### src/design/mi3_pkg.sv
// ----------------------------------------------------------------------------
// mi3_pkg
// Shared types, widths and cofactor index tables for the 3x3 matrix inverse.
// ----------------------------------------------------------------------------
package mi3_pkg;

  localparam int unsigned NUM_ELEM = 9;
  localparam int unsigned ELEM_W   = 16;
  localparam int unsigned OUT_W    = 32;
  localparam int unsigned PROD_W   = 2 * ELEM_W;
  localparam int unsigned COF_W    = PROD_W + 1;
  localparam int unsigned DTERM_W  = ELEM_W + COF_W;
  localparam int unsigned DET_W    = DTERM_W + 2;
  localparam int unsigned UCOF_W   = PROD_W;
  localparam int unsigned UDET_W   = DET_W - 1;
  localparam int unsigned D_W      = UDET_W + 1;
  localparam int unsigned R_W      = D_W;
  localparam int unsigned QW       = OUT_W;
  localparam int unsigned FRAC_SH  = 29;
  localparam int unsigned N_W      = UCOF_W + FRAC_SH + 1;

  localparam logic [OUT_W-1:0] SAT_MAX = {1'b0, {(OUT_W-1){1'b1}}};
  localparam logic [OUT_W-1:0] SAT_MIN = {1'b1, {(OUT_W-1){1'b0}}};

  // cofactor k = m[a]*m[b] - m[c]*m[d], sign of the adjugate folded in
  localparam int unsigned COF_A [NUM_ELEM] = '{4, 7, 1, 5, 0, 3, 3, 6, 0};
  localparam int unsigned COF_B [NUM_ELEM] = '{8, 2, 5, 6, 8, 2, 7, 1, 4};
  localparam int unsigned COF_C [NUM_ELEM] = '{7, 1, 2, 3, 6, 0, 6, 0, 1};
  localparam int unsigned COF_D [NUM_ELEM] = '{5, 8, 4, 8, 2, 5, 4, 7, 3};

  typedef struct packed {
    logic signed [ELEM_W-1:0] in_e0;
    logic signed [ELEM_W-1:0] in_e1;
    logic signed [ELEM_W-1:0] in_e2;
    logic signed [ELEM_W-1:0] in_e3;
    logic signed [ELEM_W-1:0] in_e4;
    logic signed [ELEM_W-1:0] in_e5;
    logic signed [ELEM_W-1:0] in_e6;
    logic signed [ELEM_W-1:0] in_e7;
    logic signed [ELEM_W-1:0] in_e8;
  } in_t;

  typedef struct packed {
    logic signed [OUT_W-1:0] out_e0;
    logic signed [OUT_W-1:0] out_e1;
    logic signed [OUT_W-1:0] out_e2;
    logic signed [OUT_W-1:0] out_e3;
    logic signed [OUT_W-1:0] out_e4;
    logic signed [OUT_W-1:0] out_e5;
    logic signed [OUT_W-1:0] out_e6;
    logic signed [OUT_W-1:0] out_e7;
    logic signed [OUT_W-1:0] out_e8;
    logic                    singular;
  } out_t;

  typedef struct packed {
    logic [NUM_ELEM-1:0][R_W-1:0] r;
    logic [NUM_ELEM-1:0][QW-1:0]  nl;
    logic [NUM_ELEM-1:0][QW-1:0]  q;
    logic [D_W-1:0]               d;
    logic [NUM_ELEM-1:0]          neg;
    logic [NUM_ELEM-1:0]          ovf;
    logic                         sing;
  } div_t;

endpackage

### src/design/mi3_prep.sv
// ----------------------------------------------------------------------------
// mi3_prep
// Two stages: magnitudes and signs, then rounded dividend, divisor and
// quotient overflow check.
// ----------------------------------------------------------------------------
module mi3_prep (
  input  logic                             clk_i,
  input  logic                             rst_ni,
  input  logic                             en_i,
  input  logic                             valid_i,
  input  logic signed [mi3_pkg::COF_W-1:0] cof_i [mi3_pkg::NUM_ELEM],
  input  logic signed [mi3_pkg::DET_W-1:0] det_i,
  output logic                             valid_o,
  output mi3_pkg::div_t                    data_o
);
  import mi3_pkg::*;

  logic [UCOF_W-1:0]   ucof_q [NUM_ELEM];
  logic [UDET_W-1:0]   ud_q;
  logic [NUM_ELEM-1:0] neg_q;
  logic                sing_q;
  logic [D_W-1:0]      d;
  div_t                data_d;
  div_t                data_q;
  logic [1:0]          v_q;

  assign d = {ud_q, 1'b0};

  always_comb begin
    data_d      = '0;
    data_d.d    = d;
    data_d.neg  = neg_q;
    data_d.sing = sing_q;
    for (int k = 0; k < NUM_ELEM; k++) begin
      logic [N_W-1:0] n;
      n = N_W'({ucof_q[k], {FRAC_SH{1'b0}}}) + N_W'(ud_q);
      data_d.r[k]   = R_W'(n[N_W-1:QW]);
      data_d.nl[k]  = n[QW-1:0];
      data_d.ovf[k] = D_W'(n[N_W-1:QW]) >= d;
    end
  end

  always_ff @(posedge clk_i) begin
    if (en_i) begin
      for (int k = 0; k < NUM_ELEM; k++) begin
        ucof_q[k] <= cof_i[k][COF_W-1] ? UCOF_W'(-cof_i[k]) : cof_i[k][UCOF_W-1:0];
        neg_q[k]  <= cof_i[k][COF_W-1] ^ det_i[DET_W-1];
      end
      ud_q   <= det_i[DET_W-1] ? UDET_W'(-det_i) : det_i[UDET_W-1:0];
      sing_q <= (det_i == '0);
      data_q <= data_d;
    end
  end

  always_ff @(posedge clk_i or negedge rst_ni) begin
    if (!rst_ni) begin
      v_q <= '0;
    end else if (en_i) begin
      v_q <= {v_q[0], valid_i};
    end
  end

  assign valid_o = v_q[1];
  assign data_o  = data_q;

endmodule

### config.mk
export PLATFORM = sky130hd
export DESIGN_NAME = mi3_prep
export DESIGN_NICKNAME = d
export VERILOG_FILES = /design/src/design/mi3_pkg.sv /design/src/design/mi3_prep.sv
export SDC_FILE = /design/constraint.sdc
export NUM_CORES = 2
export LEC_CHECK = 0
export ABC_AREA = 1
export BUFFER_PORTS_ARGS = -buffer_cell sky130_fd_sc_hd__buf_4
export CAP_MARGIN = 0
export CORE_AREA = 3 3 568 570
export CTS_CLUSTER_DIAMETER = 50
export DETAILED_ROUTE_END_ITERATION = 16
export DIE_AREA = 0 0 571 573
export PLACE_DENSITY_LB_ADDON = 0.2
export SYNTH_ARGS = -nofsm -noshare
export SYNTH_HDL_FRONTEND = slang
export SYNTH_SLANG_ARGS = --single-unit
### constraint.sdc
create_clock -name clk_i -period 9.4 [get_ports clk_i]
set_input_delay 1.41 -clock clk_i [delete_from_list [all_inputs] [get_ports clk_i]]
set_output_delay 1.41 -clock clk_i [all_outputs]
set_load 0.02 [all_outputs]
Word level (Yosys, flattened, before mapping)
Memories as Yosys holds them, arrays and structs flattened. Index checks and enable logic that the tools add are counted.

Register bits after elaboration: 689. RAM bits: 288. Input port bits: 352. Memories kept: 1.

Add/sub/neg operators: 19. Order comparisons: 9. Muxes and demuxes: 12. Bitwise operators: 9. Reductions and logical operators: 1.

Memory list: ucof_q (depth 9, bits a word 32, read ports 9, clocked after memory_dff 0, wr ports 9, line mi3_prep.sv:18) `logic [UCOF_W-1:0] ucof_q [NUM_ELEM];`.

Operators by type and width (count): 61-bit by 50-bit adder with 62-bit output (9); 30-bit by 51-bit greater-or-equal comparator with 1-bit output (9); 32-bit 2-to-1 mux (9); 32-bit negator (9); 51-bit logical NOT (1); 50-bit 2-to-1 mux (1); 50-bit negator (1); 1-bit bitwise XOR (9); 1-bit 2-to-1 mux (2).

Logic depth before layout (Yosys ltp)
An unclocked memory read counts as a cell.

Word-level depth: 3. Depth in mapped cells: 24. Gate-level depth less buffers: 24.

Worst setup path after synthesis
No wires, ideal clock.

Path kind: register to register. From: register ud_q[30]. To: register data_q (netlist bit data_o[4]), data pin. Setup time: 0.253 ns. Arrival: 3.215 ns. Required time: 9.148 ns. Path slack: 5.932 ns. Cell stages (with the launch flop): 17. Path buffers: 0. Cells stage by stage: edfxtp_1 > inv_1 > fa_1 > nand3b_1 > nand2_1 > a21oi_1 > o21ai_0 > nand2_1 > a21oi_1 > ha_1 > and3_1 > nand2_1 > inv_1 > a21oi_1 > nand2_1 > nand2_1 > nand2_1.

RTL lines: from (decl) (line mi3_prep.sv:19) `logic [UDET_W-1:0] ud_q;`; from (signal assigned) (line mi3_prep.sv:49) `ud_q <= det_i[DET_W-1] ? UDET_W'(-det_i) : det_i[UDET_W-1:0];`; to (signal assigned) (line mi3_prep.sv:51) `data_q <= data_d;`; to (decl) (line mi3_prep.sv:24) `div_t data_q;`.

==> flow_summary_export.csv <==
group,metric,value,unit
outcome,status,"finished, final reports clean",
job,drv_cap,0,
synthesis,synthFlopType,"edfxtp_1",
power,p_leak,32.42,nW
route,ant_nets,0,
floorplan,fp.dieW,571,µm
floorplan,io_pins,1458,
synthesis,syn-cell-area,57520,µm²
synthesis,synth_top_area_share,37.27,%
layout,final_area,71690,µm²
clocking,cts_tree,"done",
critical_path,crit_type,"reg2reg",
synthesis,netlist-cell-type-count,59,
route,wl_per_cell,24.91,µm
timing,period_minus_slack,4.909,ns
critical_path,cp.required,9.94,ns
global_routing,grt_pass1_wl,404800,µm
clocking,cts.sinks,716,
synthesis,synth_top_cell_by_area,"edfxtp_1",
route,via_count,51140,
route,drc_errors,0,
global_routing,antenna_found_initial,90,
clocking,cts_setup_buffers,0,
synthesis,async_flop_share,0.2793,%
placed_design,place_area,66750,µm²
critical_path,cp.arrival,5.45,ns
synthesis,synthTopCellsByArea,"edfxtp_1 37%, nand2_1 10%, ha_1 10%, buf_4 9.6%, xor2_1 5.5%",
placed_design,place_hpwl,255400,µm
clocking,cts.path.max_buffers,4,
timing,hold_ws,0.4005,ns
timing,rsz0062_at_grt,"false",
floorplan,design.die.area,327200,µm²
route,dr.pass1.iters,6,
critical_path,endpoint_kind,"flip-flop",
clocking,clkLatencyLatePin,0.81,ns
clocking,htreeDepth,4,
timing,drv_slew,0,
synthesis,synth_edf_count,714,
timing,worst_slew_pin_slew,1.221,ns
timing,maxSlewHeadroom,18.58,%
route,dr.first_iter.drc_count,4501,
global_routing,grt_usage,17.84,%
timing,period_share,52.22,%
timing,fmax,203.7,MHz
placed_design,io_buffer_count,979,
route,vias_per_cell,4.169,
floorplan,die_h,573,µm
clocking,clk_pin_slew_worst_paths,0.05,ns
synthesis,syn-mean-instance-area,8.140,µm²
layout,syn_to_final_growth,24.63,%
floorplan,initial_core_util,18.10,%
layout,nets,8783,
layout,fin_cells,12270,
global_routing,overflow,0,
placed_design,placed_cells,12000,
placed_design,gp_congestion,0.9012,
clocking,root_buffer,"clkbuf_16",
critical_path,r2r_slack,4.49,ns
clocking,cts_made_buffers,145,
layout,final_layout_size_suffix_gt1_share,17.33,%
floorplan,core-area,317800,µm²
timing,hold_violations,0,
global_routing,grt_max_degree,126,
timing,setup_viol,0,
global_routing,grt_pass1_vias,48220,
timing,tns,0,ns
synthesis,yosys_warnings,0,
power,ir_drop,125.5,µV
hold_path,hold_class,"in2async",
critical_path,rr_endpoint,"data_o[3]",
synthesis,synthCells,7067,
timing,skew,0.04868,ns
power,powerDensity,212.4,nW/µm²
synthesis,ys_seq_area_share,37.36,%
synthesis,ys_seq_elements,716,
clocking,holdBufCountCts,0,
critical_path,r2r_cells,18,
critical_path,regToRegStartpoint,"ud_q[30]",
clocking,ctsResizeCount,0,
critical_path,start_kind,"flip-flop",
floorplan,rows,207,
route,routed_wl,305600,µm
critical_path,cp_max_fo,10,
[Yosys cell counts, drive strengths merged (2+ instances only)]
master  count
o41ai       2
nor2      759
nor3b       6
clkbuf     16
nand2    1627
xor2      363
buf       760
a21boi     11
a21oi     363
o21a       33
a31oi      14
nor3      141
xnor2      99
ha        460
edfxtp    714
nand3     365
o211ai      7
and2        4
fa          9
nand3b     50
nor4b       2
o31ai      13
or2        11
a21o       20
and3        6
o21bai     21
dfrtp       2
o21ai     262
inv       784
a22oi       4
nand4     111
clkinv      4
nor4       18
[worst max-delay path, stage by stage (launching register included)]
cell	delay, ns
edfxtp_1	0.81
buf_4	0.43
inv_1	0.38
buf_16	0.28
fa_1	0.46
nand3b_1	0.18
nand2_1	0.16
a21oi_1	0.12
o21ai_0	0.40
nand2_1	0.20
a21oi_1	0.27
ha_1	0.29
nand2_1	0.09
a2bb2oi_1	0.18
nor2_1	0.06
a21oi_1	0.15
nand2_1	0.07
nand2_1	0.05
nand2_1	0.05
[registers in the layout, indices dropped and copies added (netlist names)]
register  count
v_q           2
ucof_q      288
neg_q         9
sing_q        1
ud_q         50
data_o      366
[worst max path at each step]
stage / startpoint / to / slack, ns
after floorplan: ud_q[30] / data_o[4] / 5.93
after global placement: ud_q[30] / data_o[3] / 4.07
after detailed placement: ud_q[30] / data_o[3] / 4.21
after CTS: ud_q[30] / data_o[3] / 4.19
after global routing: ud_q[30] / data_o[3] / 3.97
final: ud_q[30] / data_o[3] / 4.49
[routing by layer]
metal  vias up  part of all wire (%)  track usage [%]
li1      24110                     -                -
met5         -                 0.057                0
met1     24270                    42            22.47
met2      2356                    48            30.30
met4        26                   4.0            6.640
met3       379                   6.8            2.989
[layout make-up]
cell class | count | area (µm²)
antenna | 14 | 35.03
clock buffer | 155 | 3709
clock inverter | 103 | 1199
fill | 34950 | 246100
inverter | 788 | 2958
multi-input combinational | 5264 | 29160
sequential | 716 | 21490
tap | 4180 | 5230
timing repair buffer | 1047 | 7913
[layout by cell type (no fill, tap or decap), types with 15 or more instances in the layout]
master | Yosys | layout
o21bai_1 | 21 | 21
nor3_1 | 128 | 128
edfxtp_1 | 714 | 714
a21o_1 | 20 | 20
clkbuf_16 | 0 | 147
nand3_1 | 354 | 354
nand3b_1 | 49 | 49
o21ai_1 | 26 | 26
inv_6 | 0 | 27
xnor2_1 | 99 | 99
nand4_1 | 110 | 110
o21a_1 | 33 | 33
nand2_1 | 1609 | 1609
a21oi_1 | 360 | 360
o21ai_0 | 223 | 223
xor2_1 | 363 | 363
nor4_1 | 18 | 18
buf_4 | 739 | 1043
clkinv_2 | 0 | 15
nor2_2 | 24 | 25
clkinv_1 | 4 | 32
bufinv_16 | 0 | 17
nand2_2 | 18 | 18
inv_1 | 775 | 758
conb_1 | 1 | 478
ha_1 | 460 | 460
nor2_1 | 726 | 725
[stage by stage]
stage / util [%] / worst slack [ns] / power, W
2_1_floorplan: - / 5.932 / 0.007580
3_3_place_gp: 20.99 / 4.067 / 0.009930
3_5_place_dp: 21.00 / 4.207 / 0.009953
4_1_cts: 22.55 / 4.192 / 0.01543
5_1_grt: 22.55 / 3.974 / 0.01605
6_report: 22.56 / 4.491 / 0.01522
[kinds of logic after synthesis]
| family | after synthesis | synth area share [%] |
|---|---|---|
| buf+inv | 1564 | 15.07 |
| other cells | 1 | 0.006519 |
| xor+xnor | 462 | 7.034 |
| compound gates | 754 | 7.278 |
| flops | 716 | 37.36 |
| simple gates | 3101 | 22.93 |
| fa+ha+maj | 469 | 10.32 |
[where the power goes]
| group | internal (W) | switching (W) |
|---|---|---|
| logic | 0.00165 | 0.00366 |
| registers | 0.00413 | 0.000416 |
| clock network | 0.00338 | 0.00199 |
| total | 0.00916 | 0.00606 |
No activity file was read; power rests on OpenSTA's default activity.
